===== config.mk =====
export PLATFORM = sky130hd
export DESIGN_NAME = frame_deframer_sum16_check
export DESIGN_NICKNAME = d
export VERILOG_FILES = /design/src/design/fdsc16_pkg.sv /design/src/design/fdsc16_core.sv /design/src/design/frame_deframer_sum16_check.sv
export SDC_FILE = /design/constraint.sdc
export NUM_CORES = 1
export LEC_CHECK = 0
export BUFFER_PORTS_ARGS = -buffer_cell sky130_fd_sc_hd__buf_2
export CAP_MARGIN = 20
export CELL_PAD_IN_SITES_DETAIL_PLACEMENT = 2
export CELL_PAD_IN_SITES_GLOBAL_PLACEMENT = 2
export CORE_ASPECT_RATIO = 0.9
export CORE_UTILIZATION = 34
export CTS_BUF_LIST = sky130_fd_sc_hd__clkbuf_16
export CTS_CLUSTER_DIAMETER = 120
export DETAILED_ROUTE_END_ITERATION = 16
export PLACE_DENSITY_LB_ADDON = 0.08
export SLEW_MARGIN = 20
export SYNTH_ARGS = -nofsm -noshare
export SYNTH_HDL_FRONTEND = slang
export SYNTH_HIERARCHICAL = 1
export SYNTH_SLANG_ARGS = --single-unit

===== constraint.sdc =====
create_clock -name aclk -period 4.85 [get_ports aclk]
set_clock_uncertainty 0.05 [all_clocks]
set_input_delay 1.455 -clock aclk [delete_from_list [all_inputs] [get_ports aclk]]
set_output_delay 1.455 -clock aclk [all_outputs]
set_load 0.05 [all_outputs]

===== src/design/fdsc16_pkg.sv =====
// ----------------------------------------------------------------------------
// fdsc16_pkg
// Shared types and constants for the frame deframer with 16-bit sum check.
// ----------------------------------------------------------------------------
package fdsc16_pkg;

    // Configuration register indexes
    localparam logic [1:0] CFG_HEADER_FIRST  = 2'd0;
    localparam logic [1:0] CFG_HEADER_SECOND = 2'd1;
    localparam logic [1:0] CFG_MIN_FRAME     = 2'd2;

    // Configuration reset values
    localparam logic [7:0] HEADER_FIRST_RST  = 8'd170;
    localparam logic [7:0] HEADER_SECOND_RST = 8'd85;
    localparam logic [7:0] MIN_FRAME_RST     = 8'd6;

    // Frame layout positions
    localparam logic [7:0] POS_HEADER_FIRST  = 8'd0;
    localparam logic [7:0] POS_HEADER_SECOND = 8'd1;
    localparam logic [7:0] POS_MESSAGE_ID    = 8'd2;
    localparam logic [7:0] POS_LENGTH        = 8'd3;
    localparam logic [7:0] POS_PAYLOAD       = 8'd4;
    localparam logic [7:0] COUNT_MAX         = 8'd255;
    localparam logic [7:0] MIN_HEADER_BYTES  = 8'd2;

    // Verdict codes
    localparam logic [2:0] VD_OK        = 3'd0;
    localparam logic [2:0] VD_SHORT     = 3'd1;
    localparam logic [2:0] VD_LEN_EXCEED = 3'd2;
    localparam logic [2:0] VD_TRUNCATED = 3'd3;
    localparam logic [2:0] VD_HEADER    = 3'd4;
    localparam logic [2:0] VD_CHECKSUM  = 3'd5;

    typedef struct packed {
        logic [7:0] header_first;
        logic [7:0] header_second;
        logic [7:0] min_frame_bytes;
    } cfg_t;

    typedef struct packed {
        logic       valid;
        logic       is_verdict;
        logic [7:0] message_id;
        logic [7:0] payload_byte;
        logic [7:0] payload_index;
        logic [7:0] payload_length;
        logic [2:0] verdict;
    } res_t;

endpackage


===== src/design/fdsc16_core.sv =====
// ----------------------------------------------------------------------------
// fdsc16_core
// Frame state and per-byte parse: header match, id and length capture,
// running sum, received checksum and end-of-buffer verdict.
// ----------------------------------------------------------------------------
module fdsc16_core
    import fdsc16_pkg::*;
(
    input  logic       aclk,
    input  logic       aresetn,
    input  logic       step,
    input  logic [7:0] rx_byte,
    input  logic       end_of_buffer,
    input  cfg_t       cfg,
    output res_t       res
);

    logic [7:0]  byte_count_reg, byte_count_next;
    logic [7:0]  frame_id_reg, frame_id_next;
    logic [7:0]  length_reg, length_next;
    logic        header_match_reg, header_match_next;
    logic [15:0] running_sum_reg, running_sum_next;
    logic [15:0] received_sum_reg, received_sum_next;
    logic        sum_complete_reg, sum_complete_next;

    logic [7:0]  pos;
    logic [7:0]  pay_off;
    logic [8:0]  len_plus1;
    logic        count_ok;
    logic        past_head;
    logic        in_payload;
    logic        cks_lo;
    logic        cks_hi;
    logic [2:0]  verdict;

    assign pos       = byte_count_reg;
    assign count_ok  = (pos != COUNT_MAX);
    assign pay_off   = pos - POS_PAYLOAD;
    assign len_plus1 = {1'b0, length_reg} + 9'd1;
    assign past_head = (pos >= POS_PAYLOAD);
    assign in_payload = past_head && (pay_off < length_reg);
    assign cks_lo    = past_head && (pay_off == length_reg);
    assign cks_hi    = past_head && ({1'b0, pay_off} == len_plus1);

    // Update frame state for one byte
    always_comb begin
        byte_count_next   = byte_count_reg;
        frame_id_next     = frame_id_reg;
        length_next       = length_reg;
        header_match_next = header_match_reg;
        running_sum_next  = running_sum_reg;
        received_sum_next = received_sum_reg;
        sum_complete_next = sum_complete_reg;
        if (count_ok) begin
            byte_count_next = pos + 8'd1;
            case (pos)
                POS_HEADER_FIRST:  header_match_next = (rx_byte == cfg.header_first);
                POS_HEADER_SECOND: header_match_next = header_match_reg &&
                                                       (rx_byte == cfg.header_second);
                POS_MESSAGE_ID:    frame_id_next = rx_byte;
                POS_LENGTH:        length_next = rx_byte;
                default:           ;
            endcase
            if (!past_head || in_payload) begin
                running_sum_next = running_sum_reg + {8'd0, rx_byte};
            end
            if (cks_lo) begin
                received_sum_next = {received_sum_reg[15:8], rx_byte};
            end else if (cks_hi) begin
                received_sum_next = {rx_byte, received_sum_reg[7:0]};
                sum_complete_next = 1'b1;
            end
        end
    end

    // Verdict on the state as left by this byte
    always_comb begin
        if (byte_count_next < cfg.min_frame_bytes) begin
            verdict = VD_SHORT;
        end else if (byte_count_next < length_next) begin
            verdict = VD_LEN_EXCEED;
        end else if (byte_count_next < MIN_HEADER_BYTES || !header_match_next) begin
            verdict = VD_HEADER;
        end else if (!sum_complete_next) begin
            verdict = VD_TRUNCATED;
        end else if (running_sum_next != received_sum_next) begin
            verdict = VD_CHECKSUM;
        end else begin
            verdict = VD_OK;
        end
    end

    // Form the result: verdict wins over a payload byte
    always_comb begin
        res = '0;
        if (end_of_buffer) begin
            res.valid          = 1'b1;
            res.is_verdict     = 1'b1;
            res.message_id     = frame_id_next;
            res.payload_length = length_next;
            res.verdict        = verdict;
        end else if (count_ok && in_payload && header_match_reg) begin
            res.valid          = 1'b1;
            res.message_id     = frame_id_reg;
            res.payload_byte   = rx_byte;
            res.payload_index  = pay_off;
            res.payload_length = length_reg;
        end
    end

    // Hold frame state; clear at the end of each buffer
    always_ff @(posedge aclk) begin
        if (!aresetn || (step && end_of_buffer)) begin
            byte_count_reg   <= '0;
            frame_id_reg     <= '0;
            length_reg       <= '0;
            header_match_reg <= 1'b0;
            running_sum_reg  <= '0;
            received_sum_reg <= '0;
            sum_complete_reg <= 1'b0;
        end else if (step) begin
            byte_count_reg   <= byte_count_next;
            frame_id_reg     <= frame_id_next;
            length_reg       <= length_next;
            header_match_reg <= header_match_next;
            running_sum_reg  <= running_sum_next;
            received_sum_reg <= received_sum_next;
            sum_complete_reg <= sum_complete_next;
        end
    end

endmodule


===== src/design/frame_deframer_sum16_check.sv =====
// ----------------------------------------------------------------------------
// frame_deframer_sum16_check
// Byte-serial frame parser with a little-endian 16-bit additive checksum.
// ----------------------------------------------------------------------------
// Usage:
//   s_ channel: one buffer byte per request, s_end_of_buffer on the last byte.
//   m_ channel: a payload result for each payload byte of a frame whose two
//   header bytes matched; the last buffer byte gives one verdict result instead.
//   The receiver discards the payload unless the verdict is ok.
//   cfg_ channel: writes header_first (0), header_second (1) and
//   min_frame_bytes (2); other indexes are ignored. Write only while idle.
// Timing:
//   A byte is held in the input register and its result is captured in
//   the output register that drives m_. One byte is taken every cycle while
//   m_ is not stalled; the rate is set by the combinational parse between
//   the two registers. A byte that gives no result leaves nothing behind.
// Reset and stall:
//   aresetn clears the frame state and both registers and reloads the
//   configuration defaults. While m_ready is low with a result waiting, the
//   pipeline holds and s_ready drops once the input register is full.
// ----------------------------------------------------------------------------
module frame_deframer_sum16_check
    import fdsc16_pkg::*;
(
    input  logic       aclk,
    input  logic       aresetn,
    input  logic       s_valid,
    output logic       s_ready,
    input  logic [7:0] s_rx_byte,
    input  logic       s_end_of_buffer,
    output logic       m_valid,
    input  logic       m_ready,
    output logic       m_is_verdict,
    output logic [7:0] m_message_id,
    output logic [7:0] m_payload_byte,
    output logic [7:0] m_payload_index,
    output logic [7:0] m_payload_length,
    output logic [2:0] m_verdict,
    input  logic       cfg_valid,
    output logic       cfg_ready,
    input  logic [1:0] cfg_index,
    input  logic [7:0] cfg_data
);

    cfg_t       cfg_reg;
    logic       in_valid_reg;
    logic [7:0] in_byte_reg;
    logic       in_last_reg;
    logic       out_valid_reg;
    res_t       out_reg;
    res_t       res;
    logic       advance;

    assign cfg_ready = 1'b1;

    // Write configuration registers
    always_ff @(posedge aclk) begin
        if (!aresetn) begin
            cfg_reg.header_first    <= HEADER_FIRST_RST;
            cfg_reg.header_second   <= HEADER_SECOND_RST;
            cfg_reg.min_frame_bytes <= MIN_FRAME_RST;
        end else if (cfg_valid && cfg_ready) begin
            case (cfg_index)
                CFG_HEADER_FIRST:  cfg_reg.header_first    <= cfg_data;
                CFG_HEADER_SECOND: cfg_reg.header_second   <= cfg_data;
                CFG_MIN_FRAME:     cfg_reg.min_frame_bytes <= cfg_data;
                default:           ;
            endcase
        end
    end

    // Advance when the output register is free or being emptied
    assign advance = in_valid_reg && (!out_valid_reg || m_ready);
    assign s_ready = !in_valid_reg || advance;

    // Input register
    always_ff @(posedge aclk) begin
        if (!aresetn) begin
            in_valid_reg <= 1'b0;
        end else if (s_ready) begin
            in_valid_reg <= s_valid;
        end
    end

    always_ff @(posedge aclk) begin
        if (s_valid && s_ready) begin
            in_byte_reg <= s_rx_byte;
            in_last_reg <= s_end_of_buffer;
        end
    end

    fdsc16_core u_core (
        .aclk          (aclk),
        .aresetn       (aresetn),
        .step          (advance),
        .rx_byte       (in_byte_reg),
        .end_of_buffer (in_last_reg),
        .cfg           (cfg_reg),
        .res           (res)
    );

    // Result register
    always_ff @(posedge aclk) begin
        if (!aresetn) begin
            out_valid_reg <= 1'b0;
        end else if (advance) begin
            out_valid_reg <= res.valid;
        end else if (m_ready) begin
            out_valid_reg <= 1'b0;
        end
    end

    always_ff @(posedge aclk) begin
        if (advance && res.valid) begin
            out_reg <= res;
        end
    end

    assign m_valid          = out_valid_reg;
    assign m_is_verdict     = out_reg.is_verdict;
    assign m_message_id     = out_reg.message_id;
    assign m_payload_byte   = out_reg.payload_byte;
    assign m_payload_index  = out_reg.payload_index;
    assign m_payload_length = out_reg.payload_length;
    assign m_verdict        = out_reg.verdict;

`ifndef SYNTHESIS
    a_payload_no_verdict: assert property (@(posedge aclk) disable iff (!aresetn)
        (m_valid && !m_is_verdict) |-> (m_verdict == VD_OK))
        else $error("payload result carries a verdict code");

    a_payload_in_range: assert property (@(posedge aclk) disable iff (!aresetn)
        (m_valid && !m_is_verdict) |-> (m_payload_index < m_payload_length))
        else $error("payload index beyond declared length");

    a_verdict_clean: assert property (@(posedge aclk) disable iff (!aresetn)
        (m_valid && m_is_verdict) |-> (m_payload_byte == 8'd0 && m_payload_index == 8'd0))
        else $error("verdict result carries payload data");

    a_stall_holds_input: assert property (@(posedge aclk) disable iff (!aresetn)
        (in_valid_reg && out_valid_reg && !m_ready) |=> in_valid_reg)
        else $error("input request lost during output stall");
`endif

endmodule


# After elaboration in Yosys (flattened, before gate mapping)
# Index checks and enable logic that the tools add are counted.
[classes]
n_addsub = 4
n_lt_le_gt_ge = 5
n_eq_ne = 11
n_mux = 28
bitwise = 2
n_reduce_logical = 29
[ops]
columns = ["cell", "n"]
rows = [
  ["2-to-1 mux 16 bit", 5],
  ["2-to-1 mux 8 bit", 7],
  ["2-to-1 mux 32 bit", 1],
  ["equality test 8 bit", 3],
  ["< comparator 8 bit", 3],
  ["adder 16 x 8 -> 16 bit", 1],
  ["equality test 8 x 2 -> 1 bit, second input constant", 2],
  ["inequality test 16 bit", 1],
  ["logical AND 1 bit", 10],
  ["2-to-1 mux 1 bit", 10],
  ["adder 8 x 1 -> 9 bit, second input constant", 1],
  ["equality test 8 x 9 -> 1 bit", 1],
  ["2-to-1 mux 3 bit", 3],
  ["adder 8 x 1 -> 8 bit, second input constant", 1],
  ["equality test 8 x 1 -> 1 bit, second input constant", 1],
  [">= comparator 8 x 3 -> 1 bit, second input constant", 1],
  ["zero test 8 bit", 1],
  ["< comparator 8 x 2 -> 1 bit, second input constant", 1],
  ["inequality test 8 bit, second input constant", 1],
  ["subtractor 8 x 3 -> 8 bit, second input constant", 1],
  ["AND reduction 2 bit", 3],
  ["zero test 1 bit", 5],
  ["logical OR 1 bit", 5],
  ["OR reduction 2 bit", 2],
  ["other kinds (8)", 9],
]
[word_totals]
register_bits = 129
inputBits = 24
elab_cells = 101

# Logic depth before layout (Yosys ltp)
[logic_depth]
ltp_word = 12
depth_mapped = 17
ltp_nobuf = 15

# Modules after synthesis
# The synthesis kept the hierarchy.
[by_module_without_submodules]
columns = ["mod", "n_inst", "cells_per_inst", "area_per_inst_um2", "seq_area_each_um2"]
rows = [
  ["fdsc16_core", 1, 704, 5307.6, 1161.1],
  ["frame_deframer_sum16_check", 1, 159, 2472.4, 1871.8],
]

# Worst setup path before layout
# Ideal clock, no wire load.
[synth_path]
kind = "register to register"
from = "reg u_core.byte_count_reg[2]"
to = "reg out_reg, in the netlist m_is_verdict (enable)"
t_arrival_ns = 4.725
t_required_ns = 4.367
slack_ns = -0.359
stages_incl_launch_ff = 13
synth_period_minus_slack_ns = 5.209
cell_sequence = "dfxtp_1 -> or4_1 -> or3_4 -> nand2_1 -> ha_1 -> a41o_1 -> a21oi_1 -> nand2_1 -> nor3_1 -> or2_2 -> clkbuf_1 -> nand2_1 -> nor2b_1"
[synth_rtl]
columns = ["element", "line_no", "source"]
rows = [
  ["start: declaration", "fdsc16_core.sv:18", "logic [7:0] byte_count_reg, byte_count_next;"],
  ["start signal: assignment", "fdsc16_core.sv:122", "byte_count_reg <= byte_count_next;"],
  ["end signal: assignment", "frame_deframer_sum16_check.sv:115", "out_reg <= res;"],
  ["end: declaration", "frame_deframer_sum16_check.sv:50", "res_t out_reg;"],
]

# Final worst setup path
[layout_path]
from = "reg u_core.byte_count_reg[4]"
to = "reg out_reg, in the netlist m_verdict[0], data pin"
[layout_via]
elab_chain_cells = 12
elab_cells_between_ends = 39
classes_between = "add/sub: 2; order compare: 5; eq/ne: 6; mux: 18; reduce/logical: 8"
[layout_lines]
columns = ["element", "line_no", "source"]
rows = [
  ["subtractor 8 x 3 -> 8 bit", "fdsc16_core.sv:38", "assign pay_off = pos - POS_PAYLOAD;"],
  ["< comparator 8 bit or equality test 8 x 9 -> 1 bit (tied branches)", "fdsc16_core.sv:41, fdsc16_core.sv:43", ""],
  ["logical AND 1 bit, on equally long branches", "fdsc16_core.sv:41, fdsc16_core.sv:43", ""],
  ["logical OR 1 bit or 2-to-1 mux 16 bit (tied branches)", "fdsc16_core.sv:64, fdsc16_core.sv:69", ""],
  ["2-to-1 mux 16 bit, on equally long branches", "fdsc16_core.sv:64, fdsc16_core.sv:67", ""],
  ["2-to-1 mux 16 bit", "fdsc16_core.sv:54", "if (count_ok) begin"],
  ["inequality test 16 bit", "fdsc16_core.sv:86", "end else if (running_sum_next != received_sum_next) begin"],
  ["2-to-1 mux 3 bit", "fdsc16_core.sv:86", ""],
  ["2-to-1 mux 3 bit", "fdsc16_core.sv:84", "end else if (!sum_complete_next) begin"],
  ["2-to-1 mux 3 bit", "fdsc16_core.sv:82", "end else if (byte_count_next < MIN_HEADER_BYTES || !header_match_next) begin"],
  ["2-to-1 mux 2 bit", "fdsc16_core.sv:80", "end else if (byte_count_next < length_next) begin"],
  ["2-to-1 mux 1 bit (*)", "fdsc16_core.sv:78", "if (byte_count_next < cfg.min_frame_bytes) begin"],
]
# Every way passes the cells marked *; elsewhere a longest branch is shown, timed or not.
# A chain may end at the register's enable or synchronous reset.

==> flow_summary.yaml <==
die:
  dieArea_um2: 23500
  core_area_um2: 22400
  die_w_um: 161
  die_h_um: 146
  num_io_pins: 63
  num_rows: 52
  start_util_pct: 34.7
finish:
  syn2layout_area_growth_pct: 15.8
  antenna_cells: 0
  nets: 976
  final_common_cell: "nor2_1"
  mostFrequentLayoutCells: "90 x nor2_1, 83 x nand2_1, 83 x dfxtp_1, 61 x buf_2, 56 x mux2i_1"
  drive_gt1_share_pct: 14.7
  fin_area_um2: 9010
  largest_reg_flops: 24
  utilization_pct: 40.1
yosys:
  ys_async_sr_fraction_pct: 0
  yosys_warnings: 6
  synth_seq_cells: 129
  syn_nets: 927
  synthCells: 863
  ys.flop_type: "dfxtp_1"
  synth-edff-count: 45
  yosysSeqAreaShare_pct: 39.0
  synth_cell_types: 76
  syn_area_um2: 7780
  synth.avg_cell_area_um2: 9.02
grt:
  grtUsageTotal_pct: 24.2
  grt-ovfl-total: 0
  antenna_found_initial: 1
  grt_max_degree: 38
  grt_pass1_wl_um: 43100
  grt_pass1_vias: 7424
sta:
  rsz0062_at_grt: "no"
  fin_crit_sh_pct: 93.1
  maxSlewViolCount: 0
  worst_pin_slew_ns: 1.18
  slew-limit-headroom_pct: 21.2
  fin_tns_setup_ns: 0
  finalSetupViolCount: 0
  fmax_ghz: 0.221
  finalCriticalPeriod_ns: 4.52
  hold_viol: 0
power:
  powerDensity_nw_per_um2: 318
  power.total_mw: 2.86
  leakagePower_nw: 3.70
  ir_worst_vdd_mv: 0.135
worst_hold_path:
  hp-class: "reg2reg"
worst_setup_path:
  critPathSlowestCell: "or4_1"
  arrival_ns: 4.61
  cpPeakStageDelay_ns: 0.57
  critPathBufInv: 0
  worstSetupPathType: "reg2reg"
  critPathCaptureType: "register"
  cp_max_fo: 13
  cp_top_family: "simple AND/OR/NAND/NOR gates"
  crit_chain: "or4_1, or3_4, nand2_1, ha_1, a41o_1, a21oi_1, or2_1, and3_2, mux2i_1, xor2_1, or4_1, nor4_2, a41oi_1"
  worst_path_most_repeated_cell: "or4_1"
  crit_required_ns: 4.95
  start_kind: "register"
placed_design:
  numPortBuffers: 61
  gp_congestion: 0.862
  dpl-instance-area_um2: 8380
  place_hpwl_um: 20300
detailed_routing:
  via_count: 6717
  ant_nets: 0
  drc: 0
  first_iter_violations: 333
  firstDrtPassIters: 4
  vias_per_cell: 5.50
  wl_per_cell_um: 22.4
  wirelength_um: 27400
clocking:
  path_clk_slew_ns: 0.06
  clock_latency_ns: 0.43
  cts_hold_buffers: 0
  cts_tree: "built"
  cts-root-buf: "clkbuf_16"
  numCtsBuffers: 17
  h-tree-depth: 4
  cts_sinks: 129
  cts_max_path_buffers: 2
run:
  maxCapViolCount: 0
outcome:
  status: "finished, final reports clean"
worst min-delay path, delay by kind of cell, from the launching register on:
family / cells / cell delay [ns]
AOI/OAI and AO/OA: 1 / 0.04
and+or+nand+nor: 1 / 0.07
DFF: 1 / 0.32
final cells by class:
| type | instances | area, um2 |
|---|---|---|
| Inverter | 40 | 150 |
| Sequential cell | 129 | 3030 |
| Multi-Input combinational cell | 639 | 4370 |
| Fill cell | 2457 | 13400 |
| Timing Repair Buffer | 85 | 485 |
| Clock buffer | 17 | 425 |
| Tap cell | 297 | 372 |
| Clock inverter | 15 | 166 |
final timing paths:
path                                 start                       to  slack (ns)  cells after the start
setup / recovery  u_core/byte_count_reg[4]             m_verdict[0]        0.33                     13
hold / removal     u_core/sum_complete_reg  u_core/sum_complete_reg        0.41                      2
setup reg to reg  u_core/byte_count_reg[4]             m_verdict[0]        0.33                     13
hold reg to reg    u_core/sum_complete_reg  u_core/sum_complete_reg        0.41                      2
repair_timing:
action                     4_1_cts  5_1_grt
gates resized for setup          0        9
setup endpoints to repair        0        2
buffers inserted                 0        0
through the flow:
stage	setup slack [ns]	hold slack [ns]	std cells
global route	0.0612	0.445	1222
detailed placement	0.0904	0.399	1190
floorplan	0.318	0.378	863
CTS	0.0650	0.414	1222
global placement	0.244	0.397	1190
finish	0.333	0.414	1222
power by group:
| group | internal [mW] | leakage (nW) | switching, mW |
|---|---|---|---|
| registers | 1.15 | 1.11 | 0.0289 |
| logic | 0.119 | 2.31 | 0.233 |
| clock network | 0.804 | 0.286 | 0.525 |
per-layer routing:
metal	vias up	GRT usage, %	part of all wire (%)	routed length (um)
li1	3156	-	-	-
met1	3377	31.4	47	12900
met2	137	40.7	47	13000
met3	45	4.45	3.3	900
met4	2	7.55	2.2	597
met5	-	0	0.047	13
kinds of logic (layout without fill, tap and decap cells):
family	after synthesis	in the layout	synth area share (%)
xor gates and xnor gates	61	61	7.40
DFF	129	129	39.0
adders and majority gates	40	40	6.53
AOI/OAI and AO/OA	164	164	13.5
other	1	1	0.0482
and+or+nand+nor	313	313	20.3
buffers and inverters	95	157	5.40
muxes	60	60	7.75
Yosys cell counts (all sizes together), types with 4 or more instances:
cell type,instances,area (um2)
nor2,90,338
nand2,86,333
dfxtp,84,1680
mux2i,58,581
a21oi,49,245
edfxtp,45,1350
inv,40,150
ha,39,488
clkbuf,33,124
xnor2,32,280
o21ai,31,155
nand3,30,155
xor2,26,228
buf,22,146
a211oi,17,128
and2,16,101
nand4,14,87.6
and3,12,75.1
o211ai,11,87.6
nor2b,9,56.3
nor4,9,77.6
o21a,9,67.6
or3,8,55.1
a21o,7,52.6
nor3,7,35.0
o22ai,7,43.8
a31oi,6,37.5
nand2b,5,31.3
a21boi,4,30.0
nand4b,4,35.0
or4,4,30.0
Power figures use the tool's default switching activity.
